<file path="config.mk">
export PLATFORM = sky130hd
export DESIGN_NAME = cts_sum
export DESIGN_NICKNAME = d
export VERILOG_FILES = /design/src/hw/rtl/cts_pkg.sv /design/src/hw/rtl/cts_sum.sv
export SDC_FILE = /design/constraint.sdc
export NUM_CORES = 1
export LEC_CHECK = 0
export BUFFER_PORTS_ARGS = -buffer_cell sky130_fd_sc_hd__buf_4
export CAP_MARGIN = 20
export CORE_MARGIN = 1
export CORE_UTILIZATION = 46
export CTS_CLUSTER_SIZE = 25
export DETAILED_ROUTE_END_ITERATION = 12
export PLACE_DENSITY = 0.78
export SETUP_SLACK_MARGIN = 0.3
export SYNTH_ARGS = -nofsm -noshare
export SYNTH_HDL_FRONTEND = slang
export SYNTH_SLANG_ARGS = --single-unit
</file>
<file path="constraint.sdc">
create_clock -name i_clk -period 3.4 [get_ports i_clk]
set_input_delay 0.68 -clock i_clk [delete_from_list [all_inputs] [get_ports i_clk]]
set_output_delay 0.68 -clock i_clk [all_outputs]
set_load 0.03 [all_outputs]
</file>
<file path="src/hw/rtl/cts_pkg.sv">
`default_nettype none
package cts_pkg;

    localparam int PASSES   = 3;
    localparam int COUNT_W  = 20;
    localparam int SAMPLE_W = 22;
    localparam int SUM3_W   = SAMPLE_W + 2;
    localparam int PROD_W   = 2 * SUM3_W;

    // floor(x / 3) = (x * DIV3_MUL) >> DIV3_SHIFT for every SUM3_W-bit x
    localparam int DIV3_SHIFT = SUM3_W + 1;
    localparam logic [SUM3_W-1:0] DIV3_MUL = SUM3_W'(((1 << DIV3_SHIFT) + 2) / 3);

    typedef struct packed {
        logic [COUNT_W-1:0] count_a;
        logic [COUNT_W-1:0] count_b;
        logic [COUNT_W-1:0] count_c;
        logic [COUNT_W-1:0] count_d;
        logic               is_final;
    } t_in_item;

    typedef struct packed {
        logic [SAMPLE_W-1:0] smoothed;
        logic                ends_sequence;
    } t_out_item;

    // one sample moving between stages
    typedef struct packed {
        logic                fin;
        logic [SAMPLE_W-1:0] val;
    } t_tok;

endpackage
`default_nettype wire

</file>
<file path="src/hw/rtl/cts_sum.sv">
`default_nettype none
module cts_sum
    import cts_pkg::*;
(
    input  wire logic     i_clk,
    input  wire logic     i_rst_n,
    input  wire logic     i_valid,
    input  wire t_in_item i_item,
    output logic          o_stall,
    output logic          o_valid,
    output t_tok          o_tok,
    input  wire logic     i_stall
);

    logic r_vld;
    t_tok r_tok;
    t_tok n_tok;

    assign o_stall = r_vld && i_stall;
    assign o_valid = r_vld;
    assign o_tok   = r_tok;

    always_comb begin
        n_tok.fin = i_item.is_final;
        n_tok.val = SAMPLE_W'(i_item.count_a) + SAMPLE_W'(i_item.count_b)
                  + SAMPLE_W'(i_item.count_c) + SAMPLE_W'(i_item.count_d);
    end

    always_ff @(posedge i_clk) begin
        if (!i_rst_n) begin
            r_vld <= 1'b0;
        end else if (!o_stall) begin
            r_vld <= i_valid;
        end
        if (!o_stall && i_valid) begin
            r_tok <= n_tok;
        end
    end

endmodule
`default_nettype wire

</file>
==> metrics.md, run 1 <==
| Metric | Value |
|---|---|
| Total CTS buffers | `3` |
| FF-to-FF path depth | `3` |
| Clock root buffer master | `clkbuf_8` |
| Worst Setup EP | `o_tok[15]$_DFFE_PP_` |
| Die Area | `6838 sq um` |
| Clock-pin slew on the worst setup and hold paths | `0.07 ns` |
| CTS tree | `built` |
| Worst vdd ir | `0.0005839 V` |
| Wire per inst | `12.02 um` |
| Sink Count | `24` |
| Clock network power share | `6.1%` |
| Area contributors post-synth | `fa_1 (27%), edfxtp_1 (23%), inv_1 (14%)` |
| DP HPWL | `5379 um` |
| Startpoint types | `input port` |
| Unrepaired setup endpoints after global routing | `true` |
| Gpl congestion | `0.8731` |
| Sequential area share after synthesis | `23.73%` |
| Area of the core | `6314 sq um` |
| R2r startpoint | `o_valid$_SDFFE_PN0N_` |
| Total GRT Usage | `19.14%` |
| Fmax | `297.2 MHz` |
| Worst Setup End Kind | `flop` |
| Global-route wire length before repair | `10140 um` |
| Total power | `2.650 mW` |
| Critical path startpoint | `i_item[2]` |
| Layout cells sized above 1 | `40.31%` |
| Worst path arrival time | `3.37 ns` |
| Area leader, netlist | `fa_1` |
| Synth Area per Inst | `9.390 sq um` |
| Distinct cell type count after synthesis | `40` |
| Status | `finished, final reports clean` |
| Area grow syn2layout | `48.91%` |
| Crit path required time | `3.41 ns` |
| CP Max Fanout | `3` |
| ANT nets after route | `0` |
| Max-slew headroom | `68.92%` |
| Port bufs | `109` |
| Setup TNS | `0 ns` |
| Initial antenna violation count | `0` |
| Final Setup Violations | `0` |
| Ys Warns | `0` |
| CTS Buffer Depth | `2` |
| Vias | `2545` |
| Sequential Power Share | `20.0%` |
| Synth async-reset ratio | `0%` |
| Hold buffer count at cts | `0` |
| Min-delay worst type | `in -> reg` |
| Max Slew Vio Count | `0` |
| Initial Util | `47.44%` |
| Grt total ovfl | `0` |
| Fin crit period | `3.365 ns` |
| Ys flop type | `edfxtp_1` |
| Flop2flop setup slack | `2.20 ns` |
| Die height | `82.70 um` |
| Vias in the first global route | `2425` |
| Boundary Pins | `110` |
| Drt pass-1 iters | `4` |
| Post-route clock period utilization | `98.96%` |
| Synth Net Count | `465` |
| H-tree depth | `1` |
| P_leak | `2.302 nW` |
| Worst Skew | `0.009006 ns` |
| Nets | `601` |
| Iter 0 DRT Violations | `73` |
| Post-synthesis instance total | `319` |
| Clk_lat worst skew | `0.26 ns` |
| Combinational Power Share | `74.0%` |
| Max_cap viols | `0` |
| Final wirelength | `6381 um` |
| Switching power | `1.155 mW` |
| Diodes inserted | `0` |
| WS Path Type | `in -> reg` |
| Synthesized flop and latch total | `24` |
| Cell Pwr Density | `594.2 nW/um^2` |
| Post-synth EDFFs | `23` |
| DR DRC count | `0` |
| DR vias/cell | `4.793` |
| Core Rows | `29` |
| RR Endpoint | `o_tok[19]$_DFFE_PP_` |
| Post-Syn Area | `2995 sq um` |
| Top cell type's share of synthesized area | `26.73%` |
| Worst-Margin Slew | `0.4604 ns` |
| Final Hold Viols | `0` |
| Internal power | `1.495 mW` |
| Largest net degree at the start of global routing | `24` |
| Switching share of power | `43.60%` |
| Die X | `82.70 um` |
-- metrics by stage --
step / area [sq um] / utilization [%] / hold WS (ns) / cells / setup WS (ns)
after CTS: 4352 / 68.93 / 0.6000 / 528 / 0.04265
after floorplan: 3144 / - / 0.7789 / 319 / -0.01158
after global placement: 4195 / 66.45 / 0.6193 / 522 / -0.1993
final: 4461 / 70.65 / 0.6029 / 531 / 0.03532
after global routing: 4461 / 70.65 / 0.5888 / 531 / -0.1001
after detailed placement: 4195 / 66.45 / 0.6400 / 522 / -0.2682
-- layout make-up --
| type | instances | area, sq um |
|---|---|---|
| multi-input cells | 183 | 2160 |
| fillers | 484 | 1853 |
| repair buffers | 133 | 1021 |
| flip-flops and latches | 24 | 710.7 |
| inverters | 110 | 427.9 |
| well taps | 77 | 96.34 |
| clock buffers | 3 | 41.29 |
| clock inverters | 1 | 3.754 |
-- flip-flops by register name (all words and copies together) (netlist names) --
| register | flops |
|---|---|
| o_tok | 23 |
| o_valid | 1 |
-- cell usage after synthesis (all sizes together) (3+ instances only) --
master,instances
nand2,13
a21o,5
fa,40
edfxtp,23
inv,110
a211oi,5
o21ai,11
and2,5
a31oi,3
xnor2,10
nand3,6
nor2,10
ha,21
o21a,3
xor2,6
nor2b,3
a21oi,22
o211ai,3
-- routing by layer --
| layer | track usage [%] | share of wire, % | vias up |
|---|---|---|---|
| met5 | 0 | 0 | - |
| met4 | 2.586 | 0.47 | 0 |
| met3 | 0.9890 | 5.3 | 4 |
| met2 | 35.33 | 51 | 82 |
| met1 | 25.12 | 43 | 1197 |
| li1 | - | - | 1262 |
-- logic make-up after synthesis --
logic type | after synthesis | synth area share [%]
adders and majority gates | 61 | 35.51
buffers and inverters | 112 | 14.04
DFF | 24 | 23.73
and+or+nand+nor | 45 | 7.477
AOI/OAI and AO/OA | 61 | 14.58
xor gates and xnor gates | 16 | 4.678
-- critical path, cell delays in order --
cell and delay (ns):
buf_8 0.08, inv_8 0.02, fa_1 0.55, inv_2 0.05, fa_2 0.46, ha_4 0.18
fa_2 0.35, a211oi_2 0.22, o21ai_2 0.09, o221ai_2 0.23, a21oi_2 0.12, a211oi_2 0.24
xnor2_1 0.09
-- timing repair --
item,in CTS,in global routing
gates resized for setup,17,17
gates cloned,0,0
buffers inserted,2,3
pin swaps,17,21
endpoints found under the setup margin,12,15
-- worst min path at each step --
stage                    startpoint              endpoint  cells past startpoint
2_1_floorplan             i_item[0]   o_tok[22]$_DFFE_PP_                      0
3_3_place_gp   o_valid$_SDFFE_PN0N_  o_valid$_SDFFE_PN0N_                      2
3_5_place_dp   o_valid$_SDFFE_PN0N_  o_valid$_SDFFE_PN0N_                      2
4_1_cts                   i_item[0]   o_tok[22]$_DFFE_PP_                      1
5_1_grt                   i_item[0]   o_tok[22]$_DFFE_PP_                      1
6_report                  i_item[0]   o_tok[22]$_DFFE_PP_                      1
-- power by group through the flow --
stage | clock (mW) | combinational [mW] | sequential, mW
after floorplan | 0 | 0.966 | 0.746
after global placement | 0 | 1.71 | 0.535
after detailed placement | 0 | 1.74 | 0.538
after CTS | 0.163 | 1.86 | 0.532
after global routing | 0.175 | 2.14 | 0.539
final | 0.161 | 1.96 | 0.529
-- cell usage in the layout (no fill, tap or decap), types with 3 or more instances in the layout --
| cell type | Yosys | layout |
|---|---|---|
| o21ai_2 | 1 | 3 |
| clkbuf_8 | 0 | 3 |
| edfxtp_1 | 23 | 23 |
| a21o_1 | 5 | 5 |
| a21oi_1 | 21 | 18 |
| a21oi_2 | 1 | 4 |
| xor2_1 | 6 | 5 |
| inv_1 | 110 | 106 |
| o21ai_0 | 8 | 5 |
| nor2_1 | 10 | 9 |
| ha_4 | 0 | 10 |
| buf_6 | 0 | 4 |
| nand3_1 | 6 | 3 |
| buf_4 | 0 | 128 |
| and2_1 | 4 | 4 |
| ha_1 | 21 | 11 |
| nand2_1 | 13 | 11 |
| fa_1 | 40 | 38 |
| o21ai_1 | 2 | 3 |
| o21a_1 | 3 | 3 |
| xnor2_1 | 10 | 7 |
| o211ai_1 | 3 | 3 |
Power figures use the tool's default switching activity.
==> run 2: changes to the inputs <==
Settings changed: CORE_MARGIN 1 to 3.
==> metrics.md, run 2 (synthesis gave the netlist of run 1 again) <==
| Metric | Value |
|---|---|
| Status | `finished, final reports clean` |
| Max-slew headroom | `70.99%` |
| ANT nets after route | `0` |
| Vias | `2586` |
| Clock-pin slew on the worst setup and hold paths | `0.08 ns` |
| Startpoint types | `input port` |
| P_leak | `2.298 nW` |
| Max_cap viols | `0` |
| CP max-delay cell | `fa_1` |
| WS Path Type | `in -> reg` |
| Worst Skew | `0.001365 ns` |
| Clk_lat worst skew | `0.25 ns` |
| Die Area | `7516 sq um` |
| Initial antenna violation count | `0` |
| Total CTS buffers | `3` |
| Area of the multi-input gates | `2150 sq um` |
| CTS Buffer Depth | `2` |
| Worst setup margin | `0.05145 ns` |
| Setup TNS | `0 ns` |
| Grt total ovfl | `0` |
| Initial Util | `49.14%` |
| Final Setup Violations | `0` |
| Sink Count | `24` |
| Worst vdd ir | `0.0004622 V` |
| Min-delay worst type | `in -> reg` |
| Crit path required time | `3.41 ns` |
| Fin crit period | `3.349 ns` |
| Fin area | `4459 sq um` |
| Placed cell count | `523` |
| Unrepaired setup endpoints after global routing | `true` |
| Hold buffer count at cts | `0` |
| Die height | `86.70 um` |
| Worst-Margin Slew | `0.4296 ns` |
| Top delay family on crit path | `adder cells` |
| Fmax | `298.6 MHz` |
| Global-route wire length before repair | `11520 um` |
| Max Slew Vio Count | `0` |
| Total GRT Usage | `18.79%` |
| Worst Setup End Kind | `flop` |
| Gpl congestion | `0.8722` |
| Reg area | `710.7 sq um` |
| Area grow syn2layout | `48.87%` |
| Largest net degree at the start of global routing | `24` |
| CP Max Fanout | `3` |
| DR vias/cell | `4.870` |
| Clock root buffer master | `clkbuf_8` |
| Iter 0 DRT Violations | `111` |
| Diodes inserted | `0` |
| Post-route clock period utilization | `98.49%` |
| DP HPWL | `6248 um` |
| Port bufs | `109` |
| Finished Layout Cells | `531` |
| Placed Instance Area | `4215 sq um` |
| Drt pass-1 iters | `4` |
| Critical Path, Cell by Cell | `buf_8 > inv_8 > fa_1 > inv_2 > fa_2 > ha_4 > fa_2 > a211oi_2 > o21ai_2 > o221ai_2 > a21oi_2 > a211oi_2 > xnor2_1` |
| H-tree depth | `1` |
| DR DRC count | `0` |
| Total power | `2.672 mW` |
| Final wirelength | `7068 um` |
| Cell Pwr Density | `599.2 nW/um^2` |
| Worst path arrival time | `3.36 ns` |
| Most common cell after layout, fill and taps aside | `buf_4` |
| Largest register FFs | `23` |
| Vias in the first global route | `2691` |
| CP Buf/Inv Count | `3` |
| Wire per inst | `13.31 um` |
| Core Rows | `28` |
| Post-place setup slack | `-0.2710 ns` |
| Number of fill cells in the layout | `464` |
| Boundary Pins | `110` |
| Layout cells sized above 1 | `42.11%` |
| Final Hold Viols | `0` |
| CTS tree | `built` |
| CP peak stage delay | `0.55 ns` |
| Nets | `603` |
| Area of the core | `6096 sq um` |
| Commonest cells after routing, fill and taps aside | `buf_4 (131), inv_1 (106), fa_1 (38), edfxtp_1 (23), a21oi_1 (18)` |
| Die X | `86.70 um` |
run 2: repair_timing:
item	4_1_cts	5_1_grt
endpoints found under the setup margin	13	15
buffers inserted	2	2
resized for setup	15	24
pin swaps	8	13
hold endpoints to repair	0	0
run 2: area by class of cell:
| cell class | instances | share of cell area, % |
|---|---|---|
| tap | 75 | 2.104 |
| inverter | 110 | 9.596 |
| timing repair buffer | 135 | 23.15 |
| clock inverter | 1 | 0.08418 |
| multi-input combinational | 183 | 48.20 |
| clock buffer | 3 | 0.9259 |
| sequential | 24 | 15.94 |
run 2: power breakdown:
| group | total [mW] | switching (mW) | internal (mW) |
|---|---|---|---|
| registers | 0.531 | 0.0355 | 0.496 |
| logic | 1.98 | 1.05 | 0.924 |
| clock network | 0.162 | 0.0818 | 0.0804 |
run 2: layer usage:
layer | track usage [%] | wire, um | up-vias | share of wire (%)
met5 | 0 | 0 | - | 0
met4 | 1.983 | 30 | 0 | 0.42
met3 | 1.901 | 397 | 4 | 5.6
met2 | 32.34 | 3540 | 69 | 50
met1 | 26.63 | 3099 | 1240 | 44
li1 | - | - | 1273 | -
run 2: final timing paths:
kind | start | endpoint | slack (ns) | cells after the start
worst max register to register | o_valid$_SDFFE_PN0N_ | o_tok[18]$_DFFE_PP_ | 2.19 | 3
worst min-delay path | i_item[0] | o_tok[22]$_DFFE_PP_ | 0.60 | 1
worst min register to register | o_valid$_SDFFE_PN0N_ | o_valid$_SDFFE_PN0N_ | 0.66 | 2
worst max-delay path | i_item[2] | o_tok[15]$_DFFE_PP_ | 0.05 | 13
run 2: per-stage QoR:
| stage | hold WS (ns) | util, % |
|---|---|---|
| floorplan | 0.7789 | - |
| global placement | 0.6340 | 69.15 |
| detailed placement | 0.6500 | 69.15 |
| CTS | 0.5925 | 71.49 |
| global route | 0.5853 | 73.15 |
| finish | 0.5975 | 73.15 |
run 2: worst reg2reg max path, delay by kind of cell, from the launching register on:
kind                   cells  cell delay [ns]
flip-flops                 1             0.31
buffers and inverters      1             0.29
AND/OR/NAND/NOR            2             0.28
