File: config.mk
export PLATFORM = sky130hd
export DESIGN_NAME = cts_stage
export DESIGN_NICKNAME = d
export VERILOG_FILES = /design/src/hw/rtl/cts_pkg.sv /design/src/hw/rtl/cts_stage.sv
export SDC_FILE = /design/constraint.sdc
export NUM_CORES = 1
export LEC_CHECK = 0
export BUFFER_PORTS_ARGS = -buffer_cell sky130_fd_sc_hd__buf_4
export CAP_MARGIN = 20
export CORE_ASPECT_RATIO = 1.4
export CORE_MARGIN = 2
export CORE_UTILIZATION = 45
export DETAILED_ROUTE_END_ITERATION = 10
export GPL_ROUTABILITY_DRIVEN = 1
export GPL_TIMING_DRIVEN = 0
export SYNTH_ARGS = -nofsm -noshare
export SYNTH_HDL_FRONTEND = slang
export SYNTH_SLANG_ARGS = --single-unit
File: constraint.sdc
create_clock -name i_clk -period 21.5 [get_ports i_clk]
set_input_delay 1.075 -clock i_clk [delete_from_list [all_inputs] [get_ports i_clk]]
set_output_delay 1.075 -clock i_clk [all_outputs]
set_load 0.005 [all_outputs]
File: src/hw/rtl/cts_pkg.sv
`default_nettype none
package cts_pkg;

    localparam int PASSES   = 3;
    localparam int COUNT_W  = 20;
    localparam int SAMPLE_W = 22;
    localparam int SUM3_W   = SAMPLE_W + 2;
    localparam int PROD_W   = 2 * SUM3_W;

    // floor(x / 3) = (x * DIV3_MUL) >> DIV3_SHIFT for every SUM3_W-bit x
    localparam int DIV3_SHIFT = SUM3_W + 1;
    localparam logic [SUM3_W-1:0] DIV3_MUL = SUM3_W'(((1 << DIV3_SHIFT) + 2) / 3);

    typedef struct packed {
        logic [COUNT_W-1:0] count_a;
        logic [COUNT_W-1:0] count_b;
        logic [COUNT_W-1:0] count_c;
        logic [COUNT_W-1:0] count_d;
        logic               is_final;
    } t_in_item;

    typedef struct packed {
        logic [SAMPLE_W-1:0] smoothed;
        logic                ends_sequence;
    } t_out_item;

    // one sample moving between stages
    typedef struct packed {
        logic                fin;
        logic [SAMPLE_W-1:0] val;
    } t_tok;

endpackage
`default_nettype wire

File: src/hw/rtl/cts_stage.sv
`default_nettype none
module cts_stage
    import cts_pkg::*;
(
    input  wire logic i_clk,
    input  wire logic i_rst_n,
    input  wire logic i_valid,
    input  wire t_tok i_tok,
    output logic      o_stall,
    output logic      o_valid,
    output t_tok      o_tok,
    input  wire logic i_stall
);

    typedef enum logic [1:0] {
        FILL_EMPTY,
        FILL_ONE,
        FILL_MORE
    } t_fill;

    t_fill               r_fill, n_fill;
    logic [SAMPLE_W-1:0] r_cur, n_cur;
    logic [SAMPLE_W-1:0] r_prev, n_prev;
    logic                r_out_vld, n_out_vld;
    t_tok                r_out_tok, n_out_tok;
    logic                r_pend, n_pend;
    logic [SAMPLE_W-1:0] r_pend_val, n_pend_val;

    logic                take_out;
    logic [SUM3_W-1:0]   sum3;
    logic [PROD_W-1:0]   prod;
    logic [SAMPLE_W-1:0] mean;

    assign take_out = !r_out_vld || !i_stall;
    assign o_stall  = r_pend || !take_out;
    assign o_valid  = r_out_vld;
    assign o_tok    = r_out_tok;

    assign sum3 = SUM3_W'(r_prev) + SUM3_W'(r_cur) + SUM3_W'(i_tok.val);
    assign prod = PROD_W'(sum3) * PROD_W'(DIV3_MUL);
    assign mean = (r_fill == FILL_ONE) ? r_cur : prod[DIV3_SHIFT +: SAMPLE_W];

    always_comb begin
        n_fill     = r_fill;
        n_cur      = r_cur;
        n_prev     = r_prev;
        n_out_vld  = r_out_vld && !take_out;
        n_out_tok  = r_out_tok;
        n_pend     = r_pend;
        n_pend_val = r_pend_val;
        if (r_pend && take_out) begin
            // second half of a flush: the final sample itself
            n_out_vld     = 1'b1;
            n_out_tok.fin = 1'b1;
            n_out_tok.val = r_pend_val;
            n_pend        = 1'b0;
        end else if (i_valid && !o_stall) begin
            unique case (r_fill)
                FILL_EMPTY: begin
                    if (i_tok.fin) begin
                        n_out_vld = 1'b1;
                        n_out_tok = i_tok;
                    end else begin
                        n_cur  = i_tok.val;
                        n_fill = FILL_ONE;
                    end
                end
                FILL_ONE, FILL_MORE: begin
                    n_out_vld     = 1'b1;
                    n_out_tok.fin = 1'b0;
                    n_out_tok.val = mean;
                    if (i_tok.fin) begin
                        n_fill     = FILL_EMPTY;
                        n_cur      = '0;
                        n_prev     = '0;
                        n_pend     = 1'b1;
                        n_pend_val = i_tok.val;
                    end else begin
                        n_prev = r_cur;
                        n_cur  = i_tok.val;
                        n_fill = FILL_MORE;
                    end
                end
                default: begin
                    n_fill = FILL_EMPTY;
                end
            endcase
        end
    end

    always_ff @(posedge i_clk) begin
        if (!i_rst_n) begin
            r_fill    <= FILL_EMPTY;
            r_cur     <= '0;
            r_prev    <= '0;
            r_out_vld <= 1'b0;
            r_pend    <= 1'b0;
        end else begin
            r_fill    <= n_fill;
            r_cur     <= n_cur;
            r_prev    <= n_prev;
            r_out_vld <= n_out_vld;
            r_pend    <= n_pend;
        end
        r_out_tok  <= n_out_tok;
        r_pend_val <= n_pend_val;
    end

endmodule
`default_nettype wire

==> results of run 1 <==
-- routing by layer --
| layer | wire (um) | vias up | track usage, % |
|---|---|---|---|
| li1 | - | 5574 | - |
| met1 | 17400 | 5860 | 29.5 |
| met2 | 23800 | 310 | 47.6 |
| met3 | 1430 | 89 | 2.22 |
| met4 | 2380 | 0 | 12.8 |
| met5 | 0 | - | 0 |
-- worst max path at each step --
stage                           to  slack [ns]  cells after the start
2_1_floorplan  o_tok[21]$_DFFE_PP_       12.15                     32
3_3_place_gp   o_tok[21]$_DFFE_PP_        9.75                     30
3_5_place_dp   o_tok[21]$_DFFE_PP_        9.87                     33
4_1_cts        o_tok[21]$_DFFE_PP_       10.21                     33
5_1_grt        o_tok[21]$_DFFE_PP_        9.84                     33
6_report       o_tok[21]$_DFFE_PP_       10.26                     33
-- metrics by stage --
stage               setup WS (ns)  instances  hold slack, ns  cell area [um2]
detailed placement           9.87       2178           0.459            17100
finish                      10.26       2194           0.466            17400
global route                 9.84       2194           0.492            17400
floorplan                   12.15       1666           0.441            16000
CTS                         10.21       2194           0.469            17400
global placement             9.75       2171           0.455            17000
-- flip-flops by register name, indices dropped and copies added, names as in the netlist --
signal / cells
r_pend_val: 22
r_pend: 1
r_cur: 22
o_valid: 1
o_tok: 23
r_prev: 22
r_fill: 2
-- layout make-up --
type	count	area (um2)	share of cell area, %
Clock buffer	9	225	1.30
Buffer	45	219	1.26
Multi-Input combinational cell	1134	12000	69.4
Clock inverter	7	50.0	0.288
Inverter	394	1480	8.53
Timing Repair Buffer	56	460	2.65
Tap cell	456	571	3.29
Sequential cell	93	2300	13.3
-- kinds of logic after synthesis --
logic type	after synthesis
AND/OR/NAND/NOR	272
buffers and inverters	439
AO/OA/AOI/OAI	285
adder cells (fa/ha/maj)	499
XOR/XNOR	74
multiplexers	4
flip-flops	93
-- cell usage in the layout, fill, tap and decap left out, types with 9 or more instances in the layout --
cell type / count
nand3_1: 32
nand4_1: 11
clkbuf_16: 9
o21ai_0: 36
nor3b_1: 29
clkbuf_1: 34
o211ai_1: 10
nand2_1: 78
a21oi_1: 90
a211oi_1: 11
nor2b_1: 24
ha_1: 273
dfxtp_1: 49
nor3_1: 10
a21boi_0: 23
buf_4: 58
xor2_1: 20
nor2_1: 38
edfxtp_1: 44
o21bai_1: 10
a21o_1: 32
inv_1: 393
xnor2_1: 46
fa_1: 226
and3_1: 12
-- critical path, delay by kind of cell --
family          cells  cell delay [ns]
compound gates     13             3.42
buf+inv             5             0.36
xor+xnor            2             0.53
fa+ha+maj          11             5.15
simple gates        2             0.85
==> results.md, run 1 <==
| Quantity | This run | Unit |
|:---|:---|:---|
| Outcome | finished clean | - |
| Register clock-pin slew on the reported worst setup and hold paths | 0.07 | ns |
| Worst Setup Path Type | in2reg | - |
| CP Data Required Time | 21.69 | ns |
| Flip-flop cell with the highest count after synthesis | dfxtp_1 | - |
| Cell repeated most along the worst path | fa_1 | - |
| Via count | 11833 | - |
| Area share of and/or/nand/nor cells after synthesis | 8.93 | % |
| Worst slew pin tran | 1.07 | ns |
| Buffers inserted by post-CTS timing repair | 0 | - |
| TritonCTS clock tree | built | - |
| Wire length of the first global-routing pass | 71600 | um |
| Synthesized netlist cell count | 1666 | - |
| Portion of netlist area occupied by mux cells | 0.250 | % |
| Largest net degree at the start of global routing | 17 | - |
| Arrival @ worst endpoint | 11.43 | ns |
| Max-slew headroom at the worst pin | 27.9 | % |
| Antenna viol nets, final | 0 | - |
| Hold Crit Endpoint | r_cur[21]$_SDFFE_PN0P_ | - |
| WL per Instance | 20.6 | um |
| Net count of the finished layout | 2259 | - |
| Max-slew violation count | 0 | - |
| Highest clock rate | 88.9 | MHz |
| Count of hold-fix buffers inserted at cts | 0 | - |
| Launching element of the worst setup path | i_tok[0] | - |
| FF-to-FF Start | r_cur[1]$_SDFFE_PN0P_ | - |
| Number of synthesized flops with an enable pin | 44 | - |
| Count leader, synth | inv_1 | - |
| Final-report hold violation count | 0 | - |
| Final number of setup-violating endpoints | 0 | - |
| Distinct cell type count of the synthesized netlist | 78 | - |
| Count of H-tree levels built during CTS | 3 | - |
| Synthesis warning total | 0 | - |
| Max-cap check violation count | 0 | - |
| Hpwl dp | 39100 | um |
| Endpoint type of the worst setup path | flip-flop | - |
| Number of diodes | 0 | - |
| Commonest cells post-synth | inv_1 (393), ha_1 (273), fa_1 (226) | - |
| Post-Synthesis Net Count | 2192 | - |
| Routed Wire Length | 45100 | um |
| # IOs | 52 | - |
| Dominant cells by area after synthesis | fa_1 (28%), ha_1 (21%), inv_1 (9.2%) | - |
| Width of the chip | 164 | um |
| Cell type with the largest total area after synthesis | fa_1 | - |
| Worst min-delay path class | reg2reg | - |
| RSZ-0062 raised after global routing | no | - |
| First-iteration detailed-routing DRC count | 517 | - |
| Period utilization | 52.3 | % |
| Starting utilization of the core area | 45.7 | % |
| Port Buf Inserts | 49 | - |
| Num CTS Buffers | 9 | - |
| Sinks on the clock net | 93 | - |
| Proportion of layout cells with a drive suffix above 1 | 6.33 | % |
| Quantity of gates resized following cts | 0 | - |
| Standard-cell rows | 81 | - |
| Chip Height | 227 | um |
| Hold Crit Depth | 2 | - |
| Area share of the largest cell type after synthesis | 28.2 | % |
| Max stage delay cell, worst path | fa_1 | - |
| Part of the Yosys area used for sequential elements | 14.4 | % |
| DRC violations left | 0 | - |
| Critical Path Max Stage Delay | 0.58 | ns |
| Synthesized-area fraction occupied by ao, oa, aoi and oai cells | 11.9 | % |
| Final worst path period need | 11.24 | ns |
| Netlist Area Pre-Place | 16000 | um2 |
| Hold wc startpoint | r_cur[21]$_SDFFE_PN0P_ | - |
| Largest fanout on the critical path | 6 | - |
| Area share of xor/xnor cells in the synthesized design | 4.41 | % |
| Worst R2R End | o_tok[21]$_DFFE_PP_ | - |
| Final RePlAce weighted congestion | 0.940 | - |
| Number of cells on the worst reg-to-reg path | 32 | - |
| Final-layout setup total negative slack | 0 | ns |
| Clock Root Buffer | clkbuf_16 | - |
| Clock latency at the later pin of the worst-skew pair | 0.36 | ns |
| Via count of the first global-routing pass | 12789 | - |
| Startpoint type of the worst setup path | input pin | - |
| Final-layout fill cell count | 3382 | - |
| Initial antenna violation count | 0 | - |
| Skew final | 0.00778 | ns |
| R2R setup slack | 10.75 | ns |
| Fraction of synthesis flops using an asynchronous set or reset pin | 0 | % |
| Iteration count of the initial detailed-routing pass | 5 | - |
| Core Box Area | 35100 | um2 |
| Mean number of vias per cell | 5.39 | - |
| Post-Syn Area per Cell | 9.62 | um2 |
| Area growth syn-to-layout | 8.23 | % |
| Fraction of the mapped netlist area in adder cells | 49.5 | % |
| Dominant combinational cell family by area after synthesis | adder cells | - |
| GRT Residual Overflow | 0 | - |
| Global-route usage over all layers | 25.7 | % |
| Area enclosed by the die boundary | 37200 | um2 |
| Maximum clock path buffer count | 2 | - |
| Total of flip-flops plus latches after synthesis | 93 | - |
| Final core occ | 49.5 | % |
Power of run 1 is left out: the tool's default activity adds up to more than one toggle a clock period on the data nets, which glitch-free logic cannot reach.
==> run 2, diff against run 1 <==
- clock period: 21.5 -> 9.67 ns (I/O delays scaled with it)
==> results.md, run 2 (synthesis gave the netlist of run 1 again) <==
| Quantity | This run | Unit | Change |
|:---|:---|:---|:---|
| Outcome | finished clean | - |  |
| Number of diodes | 0 | - | unchanged |
| Final-layout fill cell count | 3342 | - | -1.2% |
| Width of the chip | 164 | um | unchanged |
| Period utilization | 97.1 | % |  |
| Iteration count of the initial detailed-routing pass | 5 | - | unchanged |
| Wire length of the first global-routing pass | 72000 | um | +0.60% |
| Max-slew violation count | 0 | - | unchanged |
| Worst min-delay path class | in2reg | - |  |
| WL per Instance | 20.6 | um | about the same |
| Area of the multi-input gates | 12300 | um2 | +2.5% |
| Chip Height | 227 | um | unchanged |
| Worst slew pin tran | 0.991 | ns | -0.0823 ns |
| Sum of buffers and inverters on the critical path | 6 | - | +1 |
| First-iteration detailed-routing DRC count | 600 | - | +16% |
| Count of H-tree levels built during CTS | 3 | - | unchanged |
| Initial antenna violation count | 0 | - | unchanged |
| Most common library cell in the layout ignoring fill and taps | inv_1 | - |  |
| Standard-cell rows | 81 | - | unchanged |
| Clock latency at the later pin of the worst-skew pair | 0.36 | ns | about the same |
| Mean number of vias per cell | 5.38 | - | -0.21% |
| Sinks on the clock net | 93 | - | unchanged |
| Top Family by Delay on Critical Path | adder cells | - |  |
| Core Box Area | 35100 | um2 | unchanged |
| Num CTS Buffers | 9 | - | unchanged |
| Max-cap check violation count | 0 | - | unchanged |
| Cell repeated most along the worst path | fa_1 | - |  |
| Startpoint type of the worst setup path | flip-flop | - |  |
| Maximum clock path buffer count | 2 | - | unchanged |
| Via count | 11927 | - | +0.79% |
| Skew final | 0.00650 | ns | -0.00129 ns |
| Area growth syn-to-layout | 11.4 | % |  |
| Global-route usage over all layers | 25.9 | % | +0.15 points |
| Starting utilization of the core area | 45.7 | % | unchanged |
| Routed Wire Length | 45500 | um | +1.0% |
| Largest net degree at the start of global routing | 17 | - | unchanged |
| Critical Path Max Stage Delay | 0.53 | ns | -0.05 ns |
| # IOs | 52 | - | unchanged |
| Net count of the finished layout | 2281 | - | +0.97% |
| DRC violations left | 0 | - | unchanged |
| Clock Root Buffer | clkbuf_16 | - |  |
| Hold Slack | 0.346 | ns | -0.119 ns |
| Max-slew headroom at the worst pin | 33.7 | % | +5.8 points |
| GRT Residual Overflow | 0 | - | unchanged |
| Via count of the first global-routing pass | 12842 | - | +0.41% |
| Area enclosed by the die boundary | 37200 | um2 | unchanged |
| Proportion of layout cells with a drive suffix above 1 | 9.83 | % | +3.5 points |
| CP Data Required Time | 9.84 | ns | -11.85 ns |
| Largest fanout on the critical path | 4 | - | -2 |
| Antenna viol nets, final | 0 | - | unchanged |
| Final worst path period need | 9.39 | ns |  |
| Worst Setup Path Type | reg2reg | - |  |
| TritonCTS clock tree | built | - |  |
| Arrival @ worst endpoint | 9.56 | ns | -1.87 ns |
| Endpoint type of the worst setup path | flip-flop | - |  |
| Hpwl dp | 39100 | um | unchanged |
| Final RePlAce weighted congestion | 0.940 | - | unchanged |
| Area taken by flip-flops and latches | 2310 | um2 | +0.16% |
| Highest clock rate | 106 | MHz |  |
| Highest-count cells in the layout ignoring fill and taps | inv_1 (391), ha_1 (264), fa_1 (222) | - |  |
| Count of hold-fix buffers inserted at cts | 0 | - | unchanged |
| Port Buf Inserts | 49 | - | unchanged |
| Max stage delay cell, worst path | fa_1 | - |  |
| Pre-CTS WS | -1.37 | ns | -11.24 ns |
| Final number of setup-violating endpoints | 0 | - | unchanged |
| Min setup slack post-route | 0.276 | ns | -9.98 ns |
| Final-report hold violation count | 0 | - | unchanged |
| Max FFs per register | 23 | - | unchanged |
| Final-layout setup total negative slack | 0 | ns | unchanged |
| Register clock-pin slew on the reported worst setup and hold paths | 0.07 | ns | about the same |
[run 2: changes by cell type in the layout (fill, tap and decap cells not counted), sizes merged]
cell  before  now
buf       66   88
[run 2: through the flow]
step                      std cells  util (%)  cell area (um2)
final                          2216      50.9            17900
after global placement         2171      48.4            17000
after floorplan                1666         -            16000
after detailed placement       2178      48.7            17100
after CTS                      2203      50.1            17600
after global routing           2216      50.9            17900
[run 2: timing repair]
item / 4_1_cts / 5_1_grt
gates resized for setup: 24 / 35
setup endpoints to repair: 22 / 21
buffers inserted: 9 / 13
pin swaps: 10 / 16
endpoints found under the hold margin: 0 / 0
[run 2: layer usage]
layer  up-vias  GRT usage, %  wire length [um]
met5         -             0                 0
met4         0          12.5              2400
met3        90          2.10              1470
met2       290          48.2             24200
met1      5926          29.7             17500
li1       5621             -                 -
[run 2: area by class of cell]
cell class              instances  area share, %
plain buffers                  45           1.23
multi-input cells            1134           69.1
repair buffers                 78           3.71
clock buffers                   9           1.26
well taps                     456           3.20
inverters                     394           8.29
flip-flops and latches         93           12.9
clock inverters                 7          0.280
[run 2: final timing paths]
kind	slack (ns)	end	cells past startpoint	startpoint
max	0.28	o_tok[15]$_DFFE_PP_	34	r_cur[1]$_SDFFE_PN0P_
max reg2reg	0.28	o_tok[15]$_DFFE_PP_	34	r_cur[1]$_SDFFE_PN0P_
min reg2reg	0.47	r_cur[21]$_SDFFE_PN0P_	2	r_cur[21]$_SDFFE_PN0P_
min	0.35	r_pend_val[21]$_DFFE_PP_	1	i_tok[21]
Power of run 2 is left out for the same reason.
==> run 3, diff against run 2 <==
- SETUP_SLACK_MARGIN: default -> 0.3
==> results.md, run 3 (synthesis gave the netlist of run 1 again) <==
| Quantity | This run | Unit | Change |
|:---|:---|:---|:---|
| Outcome | finished clean | - |  |
| R2R setup slack | 0.36 | ns | +0.09 ns |
| Count of H-tree levels built during CTS | 3 | - | unchanged |
| Sum of buffers and inverters on the critical path | 5 | - | -1 |
| First-iteration detailed-routing DRC count | 574 | - | -4.3% |
| Final worst path period need | 9.31 | ns | -0.0886 ns |
| Starting utilization of the core area | 45.7 | % | unchanged |
| Clock latency at the later pin of the worst-skew pair | 0.36 | ns | about the same |
| Chip Height | 227 | um | unchanged |
| Sinks on the clock net | 93 | - | unchanged |
| Worst slew pin tran | 1.00 | ns | +0.0108 ns |
| Final RePlAce weighted congestion | 0.940 | - | unchanged |
| Worst min-delay path class | in2reg | - |  |
| Max stage delay cell, worst path | fa_1 | - |  |
| Worst Setup Path Type | reg2reg | - |  |
| Largest net degree at the start of global routing | 17 | - | unchanged |
| Core Box Area | 35100 | um2 | unchanged |
| Max-slew violation count | 0 | - | unchanged |
| Worst R2R End | o_tok[21]$_DFFE_PP_ | - |  |
| Max FFs per register | 23 | - | unchanged |
| Final-report hold violation count | 0 | - | unchanged |
| Net count of the finished layout | 2289 | - | +0.35% |
| Endpoint type of the worst setup path | flip-flop | - |  |
| Wire length of the first global-routing pass | 72200 | um | +0.31% |
| Port Buf Inserts | 49 | - | unchanged |
| Largest fanout on the critical path | 4 | - | unchanged |
| Via count of the first global-routing pass | 12941 | - | +0.77% |
| Final-layout setup total negative slack | 0 | ns | unchanged |
| Hold Crit Depth | 1 | - | unchanged |
| Proportion of layout cells with a drive suffix above 1 | 11.3 | % | +1.5 points |
| Period utilization | 96.2 | % | -0.92 points |
| Skew final | 0.00736 | ns | +0.000859 ns |
| Iteration count of the initial detailed-routing pass | 5 | - | unchanged |
| Register clock-pin slew on the reported worst setup and hold paths | 0.07 | ns | about the same |
| Post-route cell area | 18100 | um2 | +1.3% |
| Startpoint type of the worst setup path | flip-flop | - |  |
| RSZ-0062 raised after global routing | yes | - |  |
| Cell repeated most along the worst path | fa_1 | - |  |
| Max-slew headroom at the worst pin | 33.0 | % | -0.72 points |
| GRT Residual Overflow | 0 | - | unchanged |
| Highest-count cells in the layout ignoring fill and taps | inv_1 (390), ha_1 (262), fa_1 (222) | - |  |
| Width of the chip | 164 | um | unchanged |
| Max-cap check violation count | 0 | - | unchanged |
| Routed Wire Length | 45800 | um | +0.56% |
| Highest clock rate | 107 | MHz | +0.95% |
| Area growth syn-to-layout | 12.8 | % |  |
| Number of diodes | 0 | - | unchanged |
| Mean number of vias per cell | 5.41 | - | +0.57% |
| WL per Instance | 20.6 | um | +0.20% |
| Hold Crit Endpoint | r_pend_val[0]$_DFFE_PP_ | - |  |
| Pre-CTS WS | -1.37 | ns | unchanged |
| Maximum clock path buffer count | 2 | - | unchanged |
| Initial antenna violation count | 0 | - | unchanged |
| Critical Path Max Stage Delay | 0.52 | ns | about the same |
| Top Family by Delay on Critical Path | adder cells | - |  |
| Antenna viol nets, final | 0 | - | unchanged |
| FF-to-FF Start | r_cur[1]$_SDFFE_PN0P_ | - |  |
| Arrival @ worst endpoint | 9.50 | ns | -0.06 ns |
| Standard-cell rows | 81 | - | unchanged |
| Final-layout fill cell count | 3317 | - | -0.75% |
| Placed cell areas | 17100 | um2 | unchanged |
| Hold Slack | 0.343 | ns | -0.00388 ns |
| TritonCTS clock tree | built | - |  |
| Via count | 12038 | - | +0.93% |
| DRC violations left | 0 | - | unchanged |
| Hold wc startpoint | i_tok[0] | - |  |
| Final number of setup-violating endpoints | 0 | - | unchanged |
| # IOs | 52 | - | unchanged |
| Most common library cell in the layout ignoring fill and taps | inv_1 | - |  |
| CP Data Required Time | 9.87 | ns | +0.03 ns |
| Count of hold-fix buffers inserted at cts | 0 | - | unchanged |
| Min setup slack post-route | 0.365 | ns | +0.0886 ns |
| Hpwl dp | 39100 | um | unchanged |
| Clock Root Buffer | clkbuf_16 | - |  |
| Global-route usage over all layers | 25.9 | % | about the same |
| Number of cells on the worst reg-to-reg path | 33 | - | -2.9% |
| Num CTS Buffers | 9 | - | unchanged |
| Area enclosed by the die boundary | 37200 | um2 | unchanged |
[run 3: changes by cell type in the layout (fill, tap and decap cells not counted), sizes merged]
cell / delta
buf: +8
[run 3: routing by layer]
metal | global-route usage [%] | wire length, um | vias up
met5 | 0 | 0 | -
met4 | 12.7 | 2500 | 0
met3 | 2.02 | 1540 | 103
met2 | 48.3 | 24300 | 313
met1 | 29.6 | 17500 | 5986
li1 | - | - | 5636
[run 3: worst reg2reg max path: cells and delay by family (launching register included)]
kind	cells	cell delay, ns
XOR/XNOR	2	0.51
adder cells (fa/ha/maj)	11	4.66
AO/OA/AOI/OAI	13	2.80
flip-flops	1	0.37
buffers and inverters	5	0.40
AND/OR/NAND/NOR	2	0.38
[run 3: final cells by class]
cell class	instances	area, um2	share of cell area [%]
plain buffers	45	219	1.21
clock buffers	9	225	1.25
clock inverters	7	50.0	0.277
inverters	394	1480	8.19
multi-input cells	1134	12500	69.2
flip-flops and latches	93	2310	12.8
well taps	456	571	3.16
repair buffers	86	714	3.95
[run 3: worst max-delay path by stage]
stage,startpoint,end,slack [ns],depth (start not counted)
2_1_floorplan,i_tok[1],o_tok[21]$_DFFE_PP_,0.91,32
3_5_place_dp,i_tok[0],o_tok[21]$_DFFE_PP_,-1.37,33
5_1_grt,r_cur[1]$_SDFFE_PN0P_,o_tok[21]$_DFFE_PP_,0.06,33
3_3_place_gp,i_tok[0],o_tok[21]$_DFFE_PP_,-1.49,30
4_1_cts,r_cur[1]$_SDFFE_PN0P_,o_tok[21]$_DFFE_PP_,0.31,33
6_report,r_cur[1]$_SDFFE_PN0P_,o_tok[21]$_DFFE_PP_,0.36,33
[run 3: what timing repair did]
item                                    CTS  global route
cloned                                    0             0
resized for setup                        53            35
endpoints found under the setup margin   22            20
buffers inserted                         16            14
pin swaps                                22            29
[run 3: metrics by stage]
step,util [%],std cells
floorplan,-,1666
global placement,48.4,2171
detailed placement,48.7,2178
CTS,50.7,2210
global route,51.6,2224
finish,51.6,2224
Power of run 3 is left out for the same reason.
